File: src/hw/rtl/smf_pkg.sv
package smf_pkg;

  localparam int VALUE_W = 32;
  localparam int POS_W   = 16;
  localparam int KIND_W  = 2;

  localparam logic [KIND_W-1:0] KIND_CLEAR = 2'd0;
  localparam logic [KIND_W-1:0] KIND_LOAD  = 2'd1;
  localparam logic [KIND_W-1:0] KIND_PROBE = 2'd2;

  localparam logic [POS_W-1:0] POS_MAX = '1;

  localparam logic REG_KEEP_MODE = 1'b0;

  typedef enum logic [2:0] {
    ST_IDLE = 3'b001,
    ST_SCAN = 3'b010,
    ST_DONE = 3'b100
  } seq_state_t;

  typedef struct packed {
    logic start;
    logic en;
  } cmp_ctl_t;

endpackage

File: src/hw/rtl/smf_item_if.sv
interface smf_item_if;
  import smf_pkg::*;

  logic                      valid;
  logic                      ready;
  logic [KIND_W-1:0]         kind;
  logic signed [VALUE_W-1:0] value;

  modport source (output valid, kind, value, input ready);
  modport sink   (input valid, kind, value, output ready);
endinterface

File: src/hw/rtl/smf_result_if.sv
interface smf_result_if;
  import smf_pkg::*;

  logic                      valid;
  logic                      ready;
  logic signed [VALUE_W-1:0] kept_value;
  logic [POS_W-1:0]          probe_position;
  logic                      set_overflow;

  modport source (output valid, kept_value, probe_position, set_overflow, input ready);
  modport sink   (input valid, kept_value, probe_position, set_overflow, output ready);
endinterface

File: src/hw/rtl/smf_ram.sv
module smf_ram #(
  parameter int WIDTH = 32,
  parameter int DEPTH = 64,
  localparam int AW = (DEPTH > 1) ? $clog2(DEPTH) : 1
) (
  input  logic             clk,
  input  logic             wr_en,
  input  logic [AW-1:0]    wr_addr,
  input  logic [WIDTH-1:0] wr_data,
  input  logic             rd_en,
  input  logic [AW-1:0]    rd_addr,
  output logic [WIDTH-1:0] rd_data
);

  logic [WIDTH-1:0] mem [DEPTH];

  always_ff @(posedge clk) begin
    if (wr_en) begin
      mem[wr_addr] <= wr_data;
    end
    if (rd_en) begin
      rd_data <= mem[rd_addr];
    end
  end

endmodule

File: src/hw/rtl/smf_cmp.sv
module smf_cmp (
  input  logic                       clk,
  input  logic                       rst,
  input  smf_pkg::cmp_ctl_t          ctl,
  input  logic [smf_pkg::VALUE_W-1:0] entry,
  input  logic [smf_pkg::VALUE_W-1:0] probe,
  output logic                       hit
);
  import smf_pkg::*;

  // sticky match over the scan, cleared when a new probe starts
  always_ff @(posedge clk) begin
    if (rst) begin
      hit <= 1'b0;
    end else if (ctl.start) begin
      hit <= 1'b0;
    end else if (ctl.en && (entry == probe)) begin
      hit <= 1'b1;
    end
  end

endmodule

File: src/hw/rtl/smf_seq.sv
module smf_seq #(
  parameter int SET_DEPTH = 64,
  localparam int AW = (SET_DEPTH > 1) ? $clog2(SET_DEPTH) : 1,
  localparam int CW = $clog2(SET_DEPTH + 1)
) (
  input  logic                        clk,
  input  logic                        rst,
  input  logic                        keep_mode,
  smf_item_if.sink                    item,
  smf_result_if.source                result,
  output logic                        wr_en,
  output logic [AW-1:0]               wr_addr,
  output logic [smf_pkg::VALUE_W-1:0] wr_data,
  output logic                        rd_en,
  output logic [AW-1:0]               rd_addr,
  output smf_pkg::cmp_ctl_t           cmp_ctl,
  output logic [smf_pkg::VALUE_W-1:0] probe,
  input  logic                        hit
);
  import smf_pkg::*;

  seq_state_t        state;
  logic [CW-1:0]     ref_count;
  logic [POS_W-1:0]  probe_counter;
  logic              overflow;
  logic [POS_W-1:0]  probe_pos;
  logic [AW-1:0]     scan_addr;
  logic              issue_on;
  logic              cmp_valid;
  logic              cmp_last;
  logic              out_valid;
  logic [VALUE_W-1:0] out_value;
  logic [POS_W-1:0]  out_pos;
  logic              out_ovf;

  logic              accept;
  logic              start_probe;
  logic              not_full;
  logic [AW-1:0]     last_addr;
  logic              keep;
  logic              out_free;
  logic              out_load;

  assign item.ready  = (state == ST_IDLE);
  assign accept      = item.valid && item.ready;
  assign start_probe = accept && (item.kind == KIND_PROBE);
  assign not_full    = (ref_count < CW'(SET_DEPTH));
  assign last_addr   = AW'(ref_count - CW'(1));

  assign wr_en   = accept && (item.kind == KIND_LOAD) && not_full;
  assign wr_addr = ref_count[AW-1:0];
  assign wr_data = item.value;

  assign rd_en   = (state == ST_SCAN) && issue_on;
  assign rd_addr = scan_addr;

  assign cmp_ctl.start = start_probe;
  assign cmp_ctl.en    = cmp_valid;

  assign keep     = keep_mode ? !hit : hit;
  assign out_free = !out_valid || result.ready;
  assign out_load = (state == ST_DONE) && keep && out_free;

  assign result.valid          = out_valid;
  assign result.kept_value     = out_value;
  assign result.probe_position = out_pos;
  assign result.set_overflow   = out_ovf;

  always_ff @(posedge clk) begin
    if (rst) begin
      state         <= ST_IDLE;
      ref_count     <= '0;
      probe_counter <= '0;
      overflow      <= 1'b0;
      scan_addr     <= '0;
      issue_on      <= 1'b0;
      cmp_valid     <= 1'b0;
      cmp_last      <= 1'b0;
      out_valid     <= 1'b0;
    end else begin
      if (out_load) begin
        out_valid <= 1'b1;
      end else if (result.ready) begin
        out_valid <= 1'b0;
      end
      case (state)
        ST_IDLE: begin
          if (accept) begin
            case (item.kind)
              KIND_CLEAR: begin
                ref_count     <= '0;
                probe_counter <= '0;
                overflow      <= 1'b0;
              end
              KIND_LOAD: begin
                if (not_full) begin
                  ref_count <= ref_count + CW'(1);
                end else begin
                  overflow <= 1'b1;
                end
              end
              KIND_PROBE: begin
                if (probe_counter != POS_MAX) begin
                  probe_counter <= probe_counter + POS_W'(1);
                end
                scan_addr <= '0;
                issue_on  <= (ref_count != '0);
                // empty set: nothing to scan, hit stays clear
                state     <= (ref_count != '0) ? ST_SCAN : ST_DONE;
              end
              default: begin
              end
            endcase
          end
        end
        ST_SCAN: begin
          // read data is registered, so it arrives in the cycle after its address
          cmp_valid <= issue_on;
          cmp_last  <= (scan_addr == last_addr);
          if (issue_on) begin
            scan_addr <= scan_addr + AW'(1);
            if (scan_addr == last_addr) begin
              issue_on <= 1'b0;
            end
          end
          if (cmp_valid && cmp_last) begin
            state <= ST_DONE;
          end
        end
        ST_DONE: begin
          if (!keep || out_free) begin
            state <= ST_IDLE;
          end
        end
        default: begin
          state <= ST_IDLE;
        end
      endcase
    end
  end

  always_ff @(posedge clk) begin
    if (start_probe) begin
      probe     <= item.value;
      probe_pos <= probe_counter;
    end
    if (out_load) begin
      out_value <= probe;
      out_pos   <= probe_pos;
      out_ovf   <= overflow;
    end
  end

endmodule

File: src/hw/rtl/set_membership_filter.sv
// channel   dir  handshake      payload
// item      in   valid/ready    kind, value
// result    out  valid/ready    kept_value, probe_position, set_overflow
// apb       in   psel/penable   keep_mode at byte address 0
//
// clear and load complete when accepted; a probe scans the N loaded entries
// (an empty set skips the scan), one stored entry read and compared per cycle
// through the single read port of the reference memory
// reset clears counts and flags; the reference memory holds no reset value
// a kept probe waits in its final state while the result register is full

module set_membership_filter #(
  parameter int SET_DEPTH = 64
) (
  input  logic          clk,
  input  logic          rst,
  smf_item_if.sink      item,
  smf_result_if.source  result,
  input  logic          psel,
  input  logic          penable,
  input  logic          pwrite,
  input  logic [2:0]    paddr,
  input  logic [31:0]   pwdata,
  output logic [31:0]   prdata,
  output logic          pready
);
  import smf_pkg::*;

  localparam int AW = (SET_DEPTH > 1) ? $clog2(SET_DEPTH) : 1;

  logic               keep_mode;
  logic               wr_en;
  logic [AW-1:0]      wr_addr;
  logic [VALUE_W-1:0] wr_data;
  logic               rd_en;
  logic [AW-1:0]      rd_addr;
  logic [VALUE_W-1:0] rd_data;
  cmp_ctl_t           cmp_ctl;
  logic [VALUE_W-1:0] probe;
  logic               hit;
  logic               reg_sel;

  assign pready  = 1'b1;
  assign reg_sel = (paddr[2] == REG_KEEP_MODE);
  assign prdata  = reg_sel ? {31'b0, keep_mode} : 32'b0;

  always_ff @(posedge clk) begin
    if (rst) begin
      keep_mode <= 1'b0;
    end else if (psel && penable && pwrite && pready && reg_sel) begin
      keep_mode <= pwdata[0];
    end
  end

  smf_ram #(
    .WIDTH (VALUE_W),
    .DEPTH (SET_DEPTH)
  ) u_ram (
    .clk     (clk),
    .wr_en   (wr_en),
    .wr_addr (wr_addr),
    .wr_data (wr_data),
    .rd_en   (rd_en),
    .rd_addr (rd_addr),
    .rd_data (rd_data)
  );

  smf_cmp u_cmp (
    .clk   (clk),
    .rst   (rst),
    .ctl   (cmp_ctl),
    .entry (rd_data),
    .probe (probe),
    .hit   (hit)
  );

  smf_seq #(
    .SET_DEPTH (SET_DEPTH)
  ) u_seq (
    .clk       (clk),
    .rst       (rst),
    .keep_mode (keep_mode),
    .item      (item),
    .result    (result),
    .wr_en     (wr_en),
    .wr_addr   (wr_addr),
    .wr_data   (wr_data),
    .rd_en     (rd_en),
    .rd_addr   (rd_addr),
    .cmp_ctl   (cmp_ctl),
    .probe     (probe),
    .hit       (hit)
  );

  a_wr_only_on_load: assert property (@(posedge clk) disable iff (rst)
    wr_en |-> (item.valid && item.ready && item.kind == KIND_LOAD))
    else $error("memory write without an accepted load request");

  a_no_rw_overlap: assert property (@(posedge clk) disable iff (rst)
    !(wr_en && rd_en))
    else $error("memory read and write in the same cycle");

  a_busy_during_scan: assert property (@(posedge clk) disable iff (rst)
    rd_en |-> !item.ready)
    else $error("request taken while the set is being scanned");

  a_cmp_after_read: assert property (@(posedge clk) disable iff (rst)
    cmp_ctl.en |-> $past(rd_en))
    else $error("compare without a read issued the cycle before");

endmodule
File: src/flat_wrapper.sv
// flat-port wrapper written by rule: the top's interface ports become plain ports
module set_membership_filter_flat import smf_pkg::*;
#(
  parameter int SET_DEPTH = 64
)
  (clk, rst, psel, penable, pwrite, paddr, pwdata, prdata, pready, item_valid, item_kind, item_value, item_ready, result_valid, result_kept_value, result_probe_position, result_set_overflow, result_ready);
  smf_item_if item_i ();
  smf_result_if result_i ();
  input  logic clk;
  input  logic rst;
  input  logic psel;
  input  logic penable;
  input  logic pwrite;
  input  logic [2:0] paddr;
  input  logic [31:0] pwdata;
  output logic [31:0] prdata;
  output logic pready;
  input wire logic [$bits(item_i.valid)-1:0] item_valid;
  input wire logic [$bits(item_i.kind)-1:0] item_kind;
  input wire logic [$bits(item_i.value)-1:0] item_value;
  output wire logic [$bits(item_i.ready)-1:0] item_ready;
  output wire logic [$bits(result_i.valid)-1:0] result_valid;
  output wire logic [$bits(result_i.kept_value)-1:0] result_kept_value;
  output wire logic [$bits(result_i.probe_position)-1:0] result_probe_position;
  output wire logic [$bits(result_i.set_overflow)-1:0] result_set_overflow;
  input wire logic [$bits(result_i.ready)-1:0] result_ready;
  assign item_i.valid = item_valid;
  assign item_i.kind = item_kind;
  assign item_i.value = item_value;
  assign item_ready = item_i.ready;
  assign result_valid = result_i.valid;
  assign result_kept_value = result_i.kept_value;
  assign result_probe_position = result_i.probe_position;
  assign result_set_overflow = result_i.set_overflow;
  assign result_i.ready = result_ready;
  set_membership_filter #(.SET_DEPTH(SET_DEPTH)) u_core (.clk(clk), .rst(rst), .item(item_i), .result(result_i), .psel(psel), .penable(penable), .pwrite(pwrite), .paddr(paddr), .pwdata(pwdata), .prdata(prdata), .pready(pready));
endmodule
File: config.mk
export PLATFORM = sky130hd
export DESIGN_NAME = set_membership_filter_flat
export DESIGN_NICKNAME = d
export VERILOG_FILES = /design/src/hw/rtl/smf_pkg.sv /design/src/hw/rtl/smf_item_if.sv /design/src/hw/rtl/smf_result_if.sv /design/src/hw/rtl/smf_ram.sv /design/src/hw/rtl/smf_cmp.sv /design/src/hw/rtl/smf_seq.sv /design/src/hw/rtl/set_membership_filter.sv /design/src/flat_wrapper.sv
export SDC_FILE = /design/constraint.sdc
export NUM_CORES = 2
export LEC_CHECK = 0
export BUFFER_PORTS_ARGS = -buffer_cell sky130_fd_sc_hd__clkbuf_2
export CORE_MARGIN = 3
export CORE_UTILIZATION = 33
export CTS_BUF_LIST = sky130_fd_sc_hd__clkbuf_4
export DETAILED_ROUTE_END_ITERATION = 12
export MAX_ROUTING_LAYER = met4
export PLACE_DENSITY = 0.5
export SYNTH_ARGS = -nofsm -noshare
export SYNTH_HDL_FRONTEND = slang
export SYNTH_SLANG_ARGS = --single-unit
export TNS_END_PERCENT = 50
File: constraint.sdc
create_clock -name clk -period 9.1 [get_ports clk]
set_input_delay 1.365 -clock clk [delete_from_list [all_inputs] [get_ports clk]]
set_output_delay 1.365 -clock clk [all_outputs]
set_load 0.01 [all_outputs]
; ---- After elaboration in Yosys (flattened, before gate mapping)
; Memories as Yosys holds them, arrays and structs flattened. A register that Yosys moved wholly into a read port is not among the register bits.
; Cells that the tools add are included.
[word_totals]
reg_bits = 136
ramBits = 2048
memories = 1
[mem_list]
columns = name, depth, width, rd, rd_clocked_by_memory_dff, write_ports, line_no
row1 = u_core.u_ram.mem, 64, 32, 1, 1, 1, smf_ram.sv:15  ; logic [WIDTH-1:0] mem [DEPTH];
[op_classes]
add_sub_neg = 4
order_cmp = 1
n_eq_ne = 16
n_mux = 27
n_bitwise = 1
reduce_logical = 30
[ops]
columns = operator, count
row1 = equality test 32 bit, 1
row2 = one-hot mux 16 bit (2 select lines), 1
row3 = AND reduction 4 bit, 5
row4 = 2-to-1 mux 6 bit, 3
row5 = adder 16 x 1 -> 16 bit (second input constant), 1
row6 = 2-to-1 mux 16 bit, 1
row7 = inequality test 16 bit (second input constant), 1
row8 = 2-to-1 mux 3 bit, 5
row9 = one-hot mux 7 bit (2 select lines), 1
row10 = logical AND 1 bit, 12
row11 = one-hot mux 6 bit (2 select lines), 1
row12 = 2-to-1 mux 1 bit, 11
row13 = inequality test 2 x 1 -> 1 bit (second input constant), 5
row14 = one-hot mux 3 bit (3 select lines), 1
row15 = nonzero test 2 bit, 4
row16 = adder 7 x 1 -> 7 bit (second input constant), 1
row17 = less-than comparator 7 bit (second input constant), 1
row18 = 2-to-1 mux 7 bit, 1
row19 = nonzero test 7 bit, 1
row20 = adder 6 x 1 -> 6 bit (second input constant), 1
row21 = equality test 6 bit, 1
row22 = inequality test 2 bit (second input constant), 3
row23 = subtractor 6 x 1 -> 6 bit (second input constant), 1
row24 = one-hot mux 1 bit (2 select lines), 2
row25 = other kinds (11), 14

; ---- Logic depth before layout (Yosys ltp)
[depth]
depth_word = 6
depth_mapped = 11
ltp_nobuf = 7

; ---- Hierarchy
; A second synthesis with hierarchy kept.
[unflattened]
cells_unflattened = 3782
area_unflattened_um2 = 84648.7
[modules_own_cells]
columns = mod, instances, cells_each, area_each_um2, seq_area_each_um2
row1 = smf_ram, 1, 3324, 78835.6, 62459.9
row2 = smf_seq, 1, 372, 5123.7, 3653.5
row3 = smf_cmp, 1, 46, 380.4, 20.0
row4 = set_membership_filter, 1, 40, 309.0, 20.0

; ---- Worst setup path before layout
; OpenSTA, ideal clock, no wires.
[synth_path]
path_type = input-to-reg
start = in item_kind[0]
end = mem u_core.u_ram.mem[32][0], enable pin
t_arrival_ps = 5656
required_time_ps = 8587
setup_slack_ps = 2931
path_stages = 5
n_path_buf = 1
cell_sequence = clkbuf_1 inv_1 nor4_2 and2_1 nor4b_1
[synth_between]
elab_chain_cells = 5
[synth_rtl]
columns = item, line_no
row1 = "start, declared", flat_wrapper.sv:19  ; input wire logic [$bits(item_i.kind)-1:0] item_kind;
row2 = equality test 2 x 1 -> 1 bit, smf_seq.sv:50  ; assign wr_en = accept && (item.kind == KIND_LOAD) && not_full;
row3 = logical AND 1 bit (2 in series), smf_seq.sv:50
row4 = 2-to-1 mux 1 bit, smf_ram.sv:18  ; if (wr_en) begin
row5 = 2-to-1 mux 1 bit (not written as such), smf_ram.sv:19  ; mem[wr_addr] <= wr_data;
row6 = "end, declared", smf_ram.sv:15
; Every way passes these cells.

==> impl_metrics.toml <==
[status]
status = "complete, but fails checks"
violations = "max-capacitance violations"

[die]
fp.dieH_um = 515
core_um2 = 257000
die-width_um = 515
initial_core_util_pct = 33.2
pin_count = 160
die_area_um2 = 265000
num_rows = 186

[drt]
wire_per_inst_um = 29.5
drt_iter0_drc = 4730
final_antenna_net_count = 0
vias = 44500
drc = 0
totalWireLength_um = 251000
drt_pass1_iterations = 6
via_per_inst = 5.23

[power_and_ir_drop]
p_leak_nw = 29.9
vdd_drop_max_v = 0.0000793
power_per_cell_area_nw_per_um2 = 209
total_power_mw = 20.5

[placement]
io_buffers = 94
gp_congestion = 0.820
pre_cts_slack_ps = 4230
place_area_um2 = 90500
dp_hpwl_um = 134000
dp.cells = 7498

[worst_setup_path]
worst_ep_required_time_ps = 10110
end_kind = "flip-flop"
crit_chain = "buf_12, buf_4, mux4_2, mux2i_1, nor2_1, a211oi_1, o32ai_1"
path_delay_family = "buffers and inverters"
max_stage_delay_ps = 880
worstSetupPathType = "flip-flop to flip-flop"
critPathLaunchType = "flip-flop"
worstPathArrival_ps = 5570
crit_buf_inv = 2
crit_fanout = 57
crit_path_top_delay_cell = "dfxtp_4"

[logic_synthesis]
ys_seq_area_share_pct = 77.5
avgSynthCellArea_um2 = 21.0
synth_top_flop_cell = "edfxtp_1"
syn_area_um2 = 85400
ys_types = 82
async_flop_share_pct = 0
ys.warnings.count = 0
ys_ff_latch = 2216
synthCells = 4076
synth-edff-count = 2177

[clock_network]
clockBufferDepth = 4
cts.clk_slew.worst_paths_ps = 70
cts_tree = "built"
clk_latency_ps = 1360
cts-buffers-inserted = 599
clockRootBuffer = "clkbuf_4"
postCtsHoldBufs = 0
cts_sinks = 2216
htree_num_levels = 6
cts-resized-gates = 0
post_cts_buffers = 0

[timing]
fin_skew_ps = 124
worst_pin_slew_ps = 1480
maxSlewHeadroom_pct = 0.0360
finalCriticalPeriod_ps = 4560
final.period_utilization_pct = 50.2
hold_viol_final = 0
finalSetupViolations = 0
timing.final.ws_setup_ps = 4540
fin_setup_tns_ps = 0
clock.fmax_mhz = 219
hold_slack_ps = 302
rsz0062_at_grt = "no"
drv_slew = 0

[final_layout]
fin_area_um2 = 97900
fin_util_pct = 38.1
fill_cells = 23600
multiInputGateArea_um2 = 18300
stdcell_count = 8507
fin_nets = 4795
regArea_um2 = 66200
drive_gt1_share_pct = 33.1
syn_to_final_growth_pct = 14.6

[global_routing]
grt_pass1_vias = 45500
grt_max_degree = 94
grt_first_pass_wirelength_um = 349000
grt-ovfl-total = 0
antenna_found_initial = 23
grt_usage_pct = 19.3

[run]
maxCapViolCount = 1

[min_path]
hold_class = "input port to flip-flop"
[per-layer routing]
layer  part of all wire, %  wire length, um  GRT usage [%]  vias to the layer above
li1                      -                -              -                    18600
met3                   6.9            17400           3.54                      330
met2                    48           120000           29.8                     1847
met1                    43           109000           26.0                    23800
met4                   1.9             4870           5.54                        0
met5                     0                0              -                        -
[sequential cells by signal, indices dropped and copies added, names as in the netlist]
signal / count
u_core.u_ram.mem: 2048
u_core.u_ram.rd_data: 32
u_core.u_seq.probe: 32
u_core.u_seq.result.kept_value: 32
u_core.u_seq.probe_counter: 16
u_core.u_seq.probe_pos: 16
u_core.u_seq.result.probe_position: 16
u_core.u_seq.ref_count: 7
u_core.u_seq.rd_addr: 6
u_core.u_seq.state: 3
u_core.keep_mode: 1
u_core.u_cmp.hit: 1
u_core.u_seq.cmp_last: 1
u_core.u_seq.cmp_valid: 1
u_core.u_seq.issue_on: 1
u_core.u_seq.overflow: 1
u_core.u_seq.result.set_overflow: 1
u_core.u_seq.result.valid: 1
[tightest hold or removal path, stage by stage]
cell and delay (ps):
clkbuf_2 80, mux2i_1 60, nor2_1 70
[cell usage after synthesis, types with 4 or more instances]
library cell	n	share of area, %
inv_1	13	0.057
buf_6	33	0.44
nor2_1	129	0.57
a211o_1	7	0.072
a32oi_1	4	0.041
a32o_1	4	0.047
nor4_1	4	0.029
a2bb2o_1	4	0.047
mux4_2	372	9.8
edfxtp_1	2177	77
o32ai_1	9	0.092
or3_1	5	0.037
nand2_1	98	0.43
nand2b_1	5	0.037
o2bb2ai_1	5	0.051
o211ai_1	17	0.15
clkbuf_1	67	0.29
and2_1	8	0.059
a31oi_1	15	0.11
nand3_1	23	0.13
mux2_2	29	0.38
a211oi_1	28	0.25
o21ai_0	33	0.19
a2111oi_0	4	0.041
ha_1	4	0.059
a22o_1	25	0.26
dfxtp_1	39	0.91
buf_4	86	0.76
nor2b_1	13	0.095
mux2i_1	365	4.3
nand4_1	30	0.22
o21ai_1	8	0.047
xor2_1	10	0.10
buf_2	58	0.34
and3_1	6	0.044
a22oi_1	55	0.48
nor3_1	10	0.059
o22ai_1	9	0.066
a221oi_1	28	0.29
buf_1	8	0.035
a21oi_1	72	0.42
o221ai_1	46	0.47
xnor2_1	50	0.51
o31ai_1	4	0.035
[layout make-up]
| cell class | count | share of cell area, % |
|---|---|---|
| multi-input cells | 1622 | 18.7 |
| repair buffers | 261 | 1.84 |
| clock buffers | 881 | 6.76 |
| well taps | 3384 | 4.32 |
| diodes | 17 | 0.0435 |
| clock inverters | 111 | 0.721 |
| flip-flops and latches | 2216 | 67.6 |
| inverters | 15 | 0.0588 |
[worst paths after layout]
check             depth (start not counted)                 startpoint  slack, ps                                     to
setup / recovery                          7    u_core.u_seq.rd_addr[0]       4540               u_core.u_ram.rd_data[23]
hold / removal                            3                  pwdata[0]        300                       u_core.keep_mode
setup reg to reg                          7    u_core.u_seq.rd_addr[0]       4540               u_core.u_ram.rd_data[23]
hold reg to reg                           0  u_core.u_seq.probe_pos[9]        370  u_core.u_seq.result.probe_position[9]
[logic make-up after synthesis]
group / count (synthesis) / share of synthesized area (%)
muxes: 767 / 14.5
adders and majority gates: 4 / 0.0586
buffers and inverters: 268 / 1.93
AOI/OAI and AO/OA: 402 / 3.46
and+or+nand+nor: 357 / 1.98
xor gates and xnor gates: 60 / 0.615
DFF: 2216 / 77.5
other: 2 / 0.00879
[power breakdown]
part           switching (mW)  internal [mW]  total (mW)
combinational           0.411          0.180       0.591
clock                    3.99           4.68        8.67
sequential             0.0255           11.2        11.3
[cell usage in the layout, fill, tap and decap left out, types with 19 or more instances in the layout]
master / count
a211oi_1: 28
dfxtp_1: 33
a22oi_1: 55
nand2_1: 98
inv_2: 19
nor2_1: 65
clkinv_1: 70
xnor2_1: 50
a221oi_1: 26
nor2_4: 65
nand4_1: 30
nand3_1: 23
edfxtp_1: 2177
conb_1: 32
clkbuf_2: 91
mux4_2: 372
mux2_2: 29
o21ai_0: 30
buf_4: 161
a21oi_1: 71
clkbuf_4: 881
o221ai_1: 46
a22o_1: 25
mux2i_1: 365
(Power assumes the default switching activity.)
